**config.mk**
```make
export PLATFORM = sky130hd
export DESIGN_NAME = triac_phase_fire_control_flat
export DESIGN_NICKNAME = d
export VERILOG_FILES = /design/src/tpfc_pkg.sv /design/src/tpfc_if.sv /design/src/tpfc_offset.sv /design/src/triac_phase_fire_control.sv /design/src/flat_wrapper.sv
export SDC_FILE = /design/constraint.sdc
export NUM_CORES = 1
export LEC_CHECK = 0
export BUFFER_PORTS_ARGS = -buffer_cell sky130_fd_sc_hd__buf_2
export CAP_MARGIN = 20
export CORE_AREA = 8 8 148 81
export CTS_CLUSTER_SIZE = 16
export DETAILED_ROUTE_END_ITERATION = 12
export DIE_AREA = 0 0 156 89
export GPL_ROUTABILITY_DRIVEN = 0
export PLACE_DENSITY_LB_ADDON = 0.1
export SLEW_MARGIN = 10
export SYNTH_ARGS = -nofsm -noshare
export SYNTH_HDL_FRONTEND = slang
export SYNTH_SLANG_ARGS = --single-unit
```
**constraint.sdc**
```tcl
create_clock -name i_clk -period 5.4 [get_ports i_clk]
set_input_delay 0.81 -clock i_clk [delete_from_list [all_inputs] [get_ports i_clk]]
set_output_delay 0.81 -clock i_clk [all_outputs]
set_load 0.02 [all_outputs]
```
**src/tpfc_pkg.sv**
```systemverilog
`timescale 1ns / 1ps
// ----------------------------------------------------------------------------
// tpfc_pkg
// Types and constants shared by the triac phase fire control block.
// ----------------------------------------------------------------------------
package tpfc_pkg;

    localparam int unsigned CAP_W    = 16;
    localparam int unsigned GEAR_W   = 2;
    localparam int unsigned RUN_W    = 8;
    localparam int unsigned OFFSET_W = 6;
    localparam int unsigned COUNT_W  = 8;
    localparam int unsigned CROSS_W  = 32;

    localparam int unsigned HALF_CYCLE_TICKS_DEF = 60;

    localparam logic KIND_CAPTURE = 1'b0;
    localparam logic KIND_TICK    = 1'b1;

    localparam logic [GEAR_W-1:0] PWR_OFF  = 2'd0;
    localparam logic [GEAR_W-1:0] PWR_HALF = 2'd1;
    localparam logic [GEAR_W-1:0] PWR_FULL = 2'd2;

    localparam logic [CAP_W-1:0]    LONG_CAPTURE   = 16'd20000;
    localparam logic [OFFSET_W-1:0] OFFSET_DEFAULT = 6'd25;
    localparam logic [7:0]          OFFSET_LO      = 8'd10;
    localparam logic [7:0]          OFFSET_HI      = 8'd40;

    // width / 320 = (width >> 6) / 5, and x / 5 = (x * 205) >> 10 for x < 1024
    localparam int unsigned DIV_SHIFT   = 6;
    localparam int unsigned RECIP_SHIFT = 10;
    localparam logic [7:0]  RECIP_5     = 8'd205;

    localparam logic [COUNT_W-1:0] WINDOW_LEN   = 8'd5;
    localparam logic [RUN_W-1:0]   RUN_TIME_MIN = 8'd2;
    localparam logic [CROSS_W-1:0] HALF_CROSSINGS = 32'd3;

    typedef struct packed {
        logic                is_long;
        logic [OFFSET_W-1:0] offset;
    } t_cap_info;

endpackage

```
**src/tpfc_if.sv**
```systemverilog
`timescale 1ns / 1ps
// ----------------------------------------------------------------------------
// tpfc_in_if / tpfc_out_if
// Valid/ready channels for input items and result items.
// ----------------------------------------------------------------------------
interface tpfc_in_if;
    logic                            valid;
    logic                            ready;
    logic                            kind;
    logic [tpfc_pkg::CAP_W-1:0]      capture_value;
    logic [tpfc_pkg::GEAR_W-1:0]     requested_gear;
    logic [tpfc_pkg::RUN_W-1:0]      run_time;

    modport source (output valid, kind, capture_value, requested_gear, run_time,
                    input ready);
    modport sink   (input valid, kind, capture_value, requested_gear, run_time,
                    output ready);
endinterface

interface tpfc_out_if;
    logic                            valid;
    logic                            ready;
    logic                            heat_on;
    logic [tpfc_pkg::OFFSET_W-1:0]   phase_offset;
    logic [tpfc_pkg::GEAR_W-1:0]     active_gear;

    modport source (output valid, heat_on, phase_offset, active_gear, input ready);
    modport sink   (input valid, heat_on, phase_offset, active_gear, output ready);
endinterface

```
**src/tpfc_offset.sv**
```systemverilog
`timescale 1ns / 1ps
// ----------------------------------------------------------------------------
// tpfc_offset
// Classifies a capture width and derives the phase offset (width / 320, or the default when outside the range).
// ----------------------------------------------------------------------------
module tpfc_offset (
    input  logic [tpfc_pkg::CAP_W-1:0] i_capture_value,
    output tpfc_pkg::t_cap_info        o_info
);

    localparam int unsigned X_W = tpfc_pkg::CAP_W - tpfc_pkg::DIV_SHIFT;
    localparam int unsigned P_W = X_W + 8;

    logic [X_W-1:0] x;
    logic [P_W-1:0] prod;
    logic [7:0]     quot;
    logic           in_range;

    assign x        = i_capture_value[tpfc_pkg::CAP_W-1:tpfc_pkg::DIV_SHIFT];
    assign prod     = P_W'(x) * P_W'(tpfc_pkg::RECIP_5);
    assign quot     = prod[tpfc_pkg::RECIP_SHIFT +: 8];
    assign in_range = (quot > tpfc_pkg::OFFSET_LO) && (quot < tpfc_pkg::OFFSET_HI);

    assign o_info.is_long = (i_capture_value >= tpfc_pkg::LONG_CAPTURE);
    assign o_info.offset  = in_range ? quot[tpfc_pkg::OFFSET_W-1:0]
                                     : tpfc_pkg::OFFSET_DEFAULT;

endmodule

```
**src/triac_phase_fire_control.sv**
```systemverilog
`timescale 1ns / 1ps
// ----------------------------------------------------------------------------
// triac_phase_fire_control
// Heater triac phase-angle firing from mains zero-cross captures and ticks.
// ----------------------------------------------------------------------------
// Takes one item per clock cycle while the output register is free. Each
// accepted item updates the control state (gear, phase offset, crossing
// count, countdown, gate drive) in one pass, and its result appears on the
// output channel in the next cycle, straight from those state registers. A
// new item is accepted whenever the output register is empty or its result
// is transferred in the same cycle, so with a ready sink the block runs at
// one item per cycle.
// ----------------------------------------------------------------------------
module triac_phase_fire_control #(
    parameter int unsigned HALF_CYCLE_TICKS = tpfc_pkg::HALF_CYCLE_TICKS_DEF
) (
    input  logic              i_clk,
    input  logic              i_rst_n,
    tpfc_in_if.sink           i_in,
    tpfc_out_if.source        o_out
);

    localparam logic [tpfc_pkg::COUNT_W-1:0] HALF_LOAD =
        tpfc_pkg::COUNT_W'(HALF_CYCLE_TICKS);

    logic [tpfc_pkg::GEAR_W-1:0]   r_gear,    n_gear;
    logic [tpfc_pkg::OFFSET_W-1:0] r_phase,   n_phase;
    logic [tpfc_pkg::CROSS_W-1:0]  r_cross,   n_cross;
    logic [tpfc_pkg::COUNT_W-1:0]  r_count,   n_count;
    logic                          r_drive,   n_drive;
    logic                          r_valid,   n_valid;

    tpfc_pkg::t_cap_info           cap_info;
    logic                          accept;
    logic [tpfc_pkg::CROSS_W-1:0]  cross_inc;
    logic [tpfc_pkg::COUNT_W-1:0]  win_hi;
    logic [tpfc_pkg::COUNT_W-1:0]  win_lo;
    logic                          in_window;

    tpfc_offset u_offset (
        .i_capture_value (i_in.capture_value),
        .o_info          (cap_info)
    );

    assign i_in.ready = !r_valid || o_out.ready;
    assign accept     = i_in.valid && i_in.ready;

    assign cross_inc = r_cross + 1'b1;
    assign win_hi    = HALF_LOAD - tpfc_pkg::COUNT_W'(r_phase);
    assign win_lo    = win_hi - tpfc_pkg::WINDOW_LEN;
    assign in_window = (r_count >= win_lo) && (r_count <= win_hi);

    always_comb begin
        n_gear  = r_gear;
        n_phase = r_phase;
        n_cross = r_cross;
        n_count = r_count;
        n_drive = r_drive;
        n_valid = r_valid && !o_out.ready;
        if (accept) begin
            n_valid = 1'b1;
            if (i_in.kind == tpfc_pkg::KIND_CAPTURE) begin
                if (!cap_info.is_long) begin
                    n_phase = cap_info.offset;
                end else begin
                    n_cross = cross_inc;
                    if (r_gear == tpfc_pkg::PWR_HALF
                        && cross_inc >= tpfc_pkg::HALF_CROSSINGS) begin
                        n_cross = '0;
                        n_count = HALF_LOAD;
                    end
                    if (r_gear == tpfc_pkg::PWR_FULL && !cross_inc[0]) begin
                        n_count = HALF_LOAD;
                    end
                end
            end else begin
                if (r_count == '0) begin
                    n_gear = i_in.requested_gear;
                end else begin
                    n_count = r_count - 1'b1;
                    if (in_window) begin
                        if (i_in.run_time > tpfc_pkg::RUN_TIME_MIN) begin
                            n_drive = 1'b1;
                        end
                    end else begin
                        n_drive = 1'b0;
                    end
                end
            end
        end
    end

    always_ff @(posedge i_clk) begin
        if (!i_rst_n) begin
            r_gear  <= tpfc_pkg::PWR_OFF;
            r_phase <= tpfc_pkg::OFFSET_DEFAULT;
            r_cross <= '0;
            r_count <= '0;
            r_drive <= 1'b0;
            r_valid <= 1'b0;
        end else begin
            r_gear  <= n_gear;
            r_phase <= n_phase;
            r_cross <= n_cross;
            r_count <= n_count;
            r_drive <= n_drive;
            r_valid <= n_valid;
        end
    end

    // state only moves on a transfer in, so it doubles as the result register
    assign o_out.valid        = r_valid;
    assign o_out.heat_on      = r_drive;
    assign o_out.phase_offset = r_phase;
    assign o_out.active_gear  = r_gear;

endmodule

```
**src/flat_wrapper.sv**
```systemverilog
// flat-port wrapper written by rule: the top's interface ports become plain ports
module triac_phase_fire_control_flat 
#(
    parameter int unsigned HALF_CYCLE_TICKS = tpfc_pkg::HALF_CYCLE_TICKS_DEF
)
  (i_clk, i_rst_n, i_in_valid, i_in_kind, i_in_capture_value, i_in_requested_gear, i_in_run_time, i_in_ready, o_out_valid, o_out_heat_on, o_out_phase_offset, o_out_active_gear, o_out_ready);
  tpfc_in_if i_in_i ();
  tpfc_out_if o_out_i ();
  input  logic i_clk;
  input  logic i_rst_n;
  input wire logic [$bits(i_in_i.valid)-1:0] i_in_valid;
  input wire logic [$bits(i_in_i.kind)-1:0] i_in_kind;
  input wire logic [$bits(i_in_i.capture_value)-1:0] i_in_capture_value;
  input wire logic [$bits(i_in_i.requested_gear)-1:0] i_in_requested_gear;
  input wire logic [$bits(i_in_i.run_time)-1:0] i_in_run_time;
  output wire logic [$bits(i_in_i.ready)-1:0] i_in_ready;
  output wire logic [$bits(o_out_i.valid)-1:0] o_out_valid;
  output wire logic [$bits(o_out_i.heat_on)-1:0] o_out_heat_on;
  output wire logic [$bits(o_out_i.phase_offset)-1:0] o_out_phase_offset;
  output wire logic [$bits(o_out_i.active_gear)-1:0] o_out_active_gear;
  input wire logic [$bits(o_out_i.ready)-1:0] o_out_ready;
  assign i_in_i.valid = i_in_valid;
  assign i_in_i.kind = i_in_kind;
  assign i_in_i.capture_value = i_in_capture_value;
  assign i_in_i.requested_gear = i_in_requested_gear;
  assign i_in_i.run_time = i_in_run_time;
  assign i_in_ready = i_in_i.ready;
  assign o_out_valid = o_out_i.valid;
  assign o_out_heat_on = o_out_i.heat_on;
  assign o_out_phase_offset = o_out_i.phase_offset;
  assign o_out_active_gear = o_out_i.active_gear;
  assign o_out_i.ready = o_out_ready;
  triac_phase_fire_control #(.HALF_CYCLE_TICKS(HALF_CYCLE_TICKS)) u_core (.i_clk(i_clk), .i_rst_n(i_rst_n), .i_in(i_in_i), .o_out(o_out_i));
endmodule
```
# ---- Word-level counts from Yosys, hierarchy flattened
# Index checks and enable logic that the tools add are counted.
dict set report op_classes {
  n_addsub 4
  multipliers 1
  n_div 0
  n_lt_le_gt_ge 7
  eq_ne 4
  shift 0
  n_mux 10
  bitwise_logic 3
  n_reduce_logical 18
}
# operator count
set op_table {}
lappend op_table {{two-way mux 8 bit} 5}
lappend op_table {{adder 32 x 1 -> 32 bit, second input constant} 1}
lappend op_table {{greater-or-equal comparator 32 x 2 -> 1 bit, second input constant} 1}
lappend op_table {{two-way mux 32 bit} 1}
lappend op_table {{multiplier 10 x 8 -> 18 bit, second input constant} 1}
lappend op_table {{greater-or-equal comparator 16 x 15 -> 1 bit, second input constant} 1}
lappend op_table {{AND reduction 3 bit} 3}
lappend op_table {{greater-or-equal comparator 8 bit} 1}
lappend op_table {{greater-than comparator 8 x 2 -> 1 bit, second input constant} 1}
lappend op_table {{greater-than comparator 8 x 4 -> 1 bit, second input constant} 1}
lappend op_table {{<= comparator 8 bit} 1}
lappend op_table {{zero test 8 bit} 1}
lappend op_table {{less-than comparator 8 x 6 -> 1 bit, second input constant} 1}
lappend op_table {{AND reduction 4 bit} 2}
lappend op_table {{subtractor 8 x 1 -> 8 bit, second input constant} 1}
lappend op_table {{subtractor 8 x 3 -> 8 bit, second input constant} 1}
lappend op_table {{subtractor 6 x 6 -> 7 bit, first input constant} 1}
lappend op_table {{logical AND 1 bit} 6}
lappend op_table {{two-way mux 6 bit} 1}
lappend op_table {{inequality test 2 bit, second input constant} 2}
lappend op_table {{zero test 1 bit} 3}
lappend op_table {{two-way mux 1 bit} 3}
lappend op_table {{inverter 1 bit} 3}
lappend op_table {{nonzero test 3 bit} 1}
lappend op_table {{other kinds (4)} 4}
dict set report word_totals {
  regBits 50
  latch_bits 0
  mem_bits_rw 0
  mem_bits_ro 0
  input_bits 31
  out_inout_bits 11
  memories 0
}

# ---- Logic depth before layout (Yosys ltp)
dict set report logic_depth {
  depth_word 7
  depth_mapped 19
}

# ---- Cells and area by module
# From an unflattened synthesis, not the netlist that was laid out.
dict set report unflattened {
  cells_unflattened 667
  hier_area_um2 5403.9
}
# mod n_inst cells_each area_each_um2 seq_area_each_um2
set by_module_without_submodules {}
lappend by_module_without_submodules {triac_phase_fire_control 1 445 3574.7 1001.0}
lappend by_module_without_submodules {tpfc_offset 1 222 1829.3 0.0}

# ---- Worst setup path after synthesis
# OpenSTA, ideal clock, no wires.
dict set report synth_path {
  path_type {in2reg}
  start {input i_in_capture_value[13]}
  end {register u_core.r_phase, in the netlist u_core.o_out.phase_offset[1]}
  arrival_ps 4719
  required_time_ps 5283
  path_slack_ps 564
  stages 17
  path_cell_list {ha_1 > inv_1 > fa_1 > inv_1 > fa_1 > inv_1 > fa_1 > inv_1 > ha_1 > a21o_1 > a21o_1 > a211o_1 > a21oi_1 > xnor2_1 > a221oi_1 > o21ai_0 > a32o_1}
}
dict set report synth_between {
  elab_chain_cells 4
  word_cells_on_any_way 8
  cone_classes {mul: 1; order compare: 3; mux: 1; bitwise: 1; reduce/logical: 2}
}
# element line_no
set synth_lines {}
lappend synth_lines {{from (decl)} flat_wrapper.sv:13} ;# input wire logic [$bits(i_in_i.capture_value)-1:0] i_in_capture_value;
lappend synth_lines {{multiplier 10 x 8 -> 18 bit} tpfc_offset.sv:20} ;# assign prod = P_W'(x) * P_W'(tpfc_pkg::RECIP_5);
lappend synth_lines {{greater-than comparator 8 x 4 -> 1 bit or less-than comparator 8 x 6 -> 1 bit (tied branches)} tpfc_offset.sv:22} ;# assign in_range = (quot > tpfc_pkg::OFFSET_LO) && (quot < tpfc_pkg::OFFSET_HI);
lappend synth_lines {{logical AND 1 bit} tpfc_offset.sv:22}
lappend synth_lines {{two-way mux 6 bit} tpfc_offset.sv:25} ;# assign o_info.offset = in_range ? quot[tpfc_pkg::OFFSET_W-1:0]
lappend synth_lines {{to (signal assigned)} triac_phase_fire_control.sv:96} ;# r_phase <= tpfc_pkg::OFFSET_DEFAULT;
lappend synth_lines {{to (signal assigned)} triac_phase_fire_control.sv:103} ;# r_phase <= n_phase;
lappend synth_lines {{to (decl)} triac_phase_fire_control.sv:27} ;# logic [tpfc_pkg::OFFSET_W-1:0] r_phase, n_phase;
# Several ways; a longest one is shown, not always the timed one.
# A chain may end at the register's enable or synchronous reset.

# ---- Final worst setup path
# Ends and elaborated chain as after synthesis.

==> reports/metrics.yaml <==
finish:
  num-fill-cells: 918
  nets: 768
  diodes: 0
  drive_gt1_share_pct: 15.5
  areaGrowthSynthToFinish_pct: 7.82
  fin_cells: 787
  multi_input_area_sq_mm: 0.00386
  seq_area_sq_mm: 0.00100
sta:
  finClkSkew_ns: 0.0165
  maxSlewViolCount: 0
  fin_crit_ns: 4.95
  rsz0062_at_grt: "no"
  fin_crit_sh_pct: 91.7
  fmax_mhz: 202
  hold_violations: 0
  setup_viol: 0
  setup-tns-final_ns: 0
  relSlewSlack_pct: 28.3
  tightestPinTransition_ns: 1.07
synthesis:
  yosysSeqAreaShare_pct: 19.0
  synthMuxAreaShare_pct: 1.14
  synth_top_area_share_pct: 19.0
  synthFlopType: "dfxtp_1"
  yosys.area.top_type: "dfxtp_1"
  synth_compound_area_share_pct: 15.0
  synthesis.nets: 747
  synthAdderAreaFrac_pct: 24.1
  synth.area.top_cells: "dfxtp_1, ha_1, fa_1"
  ys_seq_elements: 50
  synth-simple-area-share_pct: 24.5
  synth_top_family_by_area: "simple AND/OR/NAND/NOR gates"
  avgSynthCellArea_sq_um: 8.42
  syn_area_sq_mm: 0.00526
  synth_edf_count: 0
  ys_types: 65
  ys_warn_count: 0
  synth_cells: 625
  synth.most_common_cell: "ha_1"
  synth_xor_area_share_pct: 8.49
  async_flop_share_pct: 0
  synth_common_cells: "ha_1, inv_1, dfxtp_1"
critical_path:
  cp_max_fo: 5
  cp-end-kind: "register"
  r2r_start: "u_core.r_cross[0]$_SDFFE_PN0P_"
  rr_worst_depth: 9
  start_kind: "primary input"
  required_ns: 5.59
  r2r_setup_slack_ns: 1.61
  crit_type: "primary input to register"
  r2r-end: "u_core.r_cross[9]$_SDFFE_PN0P_"
  arrival_ns: 5.15
clock_network:
  htreeDepth: 2
  root_buffer: "clkbuf_16"
  clock_latency_ns: 0.30
  clockBufferDepth: 2
  cts_tree: "yes"
  cts_buffers: 5
  ctsResizeCount: 0
  clk_transition_reported_paths_ns: 0.07
  cts_setup_buffers: 0
  cts_hold_buf: 0
  clock_sinks: 50
die:
  die_h_microns: 89
  fp.dieW_microns: 156
  start_util_pct: 53.4
  core_sq_mm: 0.00986
  rows: 26
  design.die.area_sq_mm: 0.0139
  ios: 42
drt:
  first_pass_iters: 4
  drt_iter0_markers: 306
  vias: 4418
  drtAntennaViolNets: 0
  drc: 0
  drt_wl_total_microns: 12100
  viasPerCell: 5.61
  post_drt_wl_per_cell_microns: 15.4
min_path:
  hold_path_end: "u_core.r_count[0]$_SDFFE_PN0P_"
  hold_path_class: "register to register"
  hold_path_depth: 1
  worstHoldStart: "u_core.r_count[0]$_SDFFE_PN0P_"
placed_design:
  dp_cells: 779
  io_buffers: 36
  place_hpwl_microns: 9600
job:
  cap_violations: 0
power_and_ir_drop:
  irDropWorstVdd_mv: 0.132
  power_leakage_nw: 2.57
  power_density_mw_per_mm2: 263
global_routing:
  busiest_layer: "met1"
  gr-usage-met1_pct: 27.2
  grt_pass1_vias: 4118
  track_usage_pct: 18.0
  grt_use_met3_pct: 3.86
  grt_pass1_wl_microns: 20300
  grt.met2_usage_pct: 25.2
  grt_max_degree: 29
  antenna_found_initial: 0
  grt.overflow.total: 0
run_status:
  outcome: "finished clean"
## cell families (layout without fill, tap and decap cells)
| family | count (synthesis) | after routing |
|---|---|---|
| xor gates and xnor gates | 51 | 51 |
| and+or+nand+nor | 220 | 220 |
| AOI/OAI and AO/OA | 109 | 109 |
| adders and majority gates | 91 | 91 |
| DFF | 50 | 50 |
| muxes | 6 | 6 |
| buffers and inverters | 98 | 120 |
## state kept, by name, summed over array words and instances, names as in the netlist
name                       count
u_core.o_out.valid             1
u_core.r_cross                32
u_core.o_out.active_gear       2
u_core.o_out.phase_offset      6
u_core.o_out.heat_on           1
u_core.r_count                 8
## through the flow
step / instance area (sq um) / util [%] / setup WS [ns] / power, mW / hold WS [ns]
3_3_place_gp: 5520 / 56.0 / 0.226 / 1.13 / 0.466
4_1_cts: 5680 / 57.6 / 0.472 / 1.49 / 0.490
5_1_grt: 5680 / 57.6 / 0.148 / 1.63 / 0.508
2_1_floorplan: 5260 / - / 0.564 / 0.964 / 0.444
3_5_place_dp: 5520 / 56.0 / 0.158 / 1.15 / 0.472
6_report: 5680 / 57.6 / 0.446 / 1.49 / 0.490
## how the worst max path moves through the flow
| stage | from | endpoint | slack, ns | cells after the start |
|---|---|---|---|---|
| 3_3_place_gp | i_in_capture_value[12] | u_core.o_out.phase_offset[1]$_SDFFE_PN0P_ | 0.23 | 19 |
| 3_5_place_dp | i_in_capture_value[13] | u_core.o_out.phase_offset[1]$_SDFFE_PN0P_ | 0.16 | 19 |
| 6_report | i_in_capture_value[13] | u_core.o_out.phase_offset[1]$_SDFFE_PN0P_ | 0.45 | 19 |
| 5_1_grt | i_in_capture_value[12] | u_core.o_out.phase_offset[1]$_SDFFE_PN0P_ | 0.15 | 19 |
| 2_1_floorplan | i_in_capture_value[13] | u_core.o_out.phase_offset[1]$_SDFFE_PN0P_ | 0.56 | 17 |
| 4_1_cts | i_in_capture_value[13] | u_core.o_out.phase_offset[1]$_SDFFE_PN0P_ | 0.47 | 19 |
## critical path, stage by stage
cell      delay [ns]
buf_2           0.14
inv_1           0.07
ha_1            0.31
inv_1           0.07
fa_1            0.53
inv_1           0.05
fa_1            0.53
inv_1           0.05
fa_1            0.53
inv_1           0.05
ha_1            0.29
and3_1          0.21
a211oi_1        0.38
xor2_1          0.23
o22ai_1         0.10
a221oi_1        0.28
o21ai_0         0.11
buf_4           0.17
a32o_1          0.23
## power by group
| group | leakage, nW | total (mW) | internal (mW) | switching (mW) |
|---|---|---|---|---|
| Combinational | 2.09 | 0.750 | 0.331 | 0.419 |
| Clock | 0.0759 | 0.336 | 0.177 | 0.159 |
| Sequential | 0.404 | 0.406 | 0.383 | 0.0224 |
## metal layers
| metal | vias to the layer above | part of all wire (%) |
|---|---|---|
| met3 | 12 | 6.8 |
| met5 | - | 0 |
| met2 | 139 | 37 |
| li1 | 2222 | - |
| met4 | 0 | 0.80 |
| met1 | 2045 | 55 |
## cell usage in the layout (no fill, tap or decap), types with 15 or more instances in the layout
master / synthesis / routed
ha_1: 74 / 74
inv_1: 72 / 72
dfxtp_1: 50 / 50
buf_2: 9 / 36
nand2_1: 35 / 35
nor2_1: 35 / 35
xnor2_1: 26 / 26
a21oi_1: 26 / 26
xor2_1: 25 / 25
nand3_1: 22 / 22
nor2_2: 21 / 21
o21ai_0: 19 / 19
fa_1: 17 / 17
nand4_1: 16 / 16
nor3_1: 16 / 15
a31oi_1: 15 / 15
## area by class of cell
type / count / share of cell area (%)
Multi-Input combinational cell: 477 / 68.1
Sequential cell: 50 / 17.6
Inverter: 72 / 4.76
Timing Repair Buffer: 40 / 3.70
Tap cell: 140 / 3.09
Clock buffer: 5 / 2.20
Clock inverter: 3 / 0.507
No activity file was read; power rests on OpenSTA's default activity.
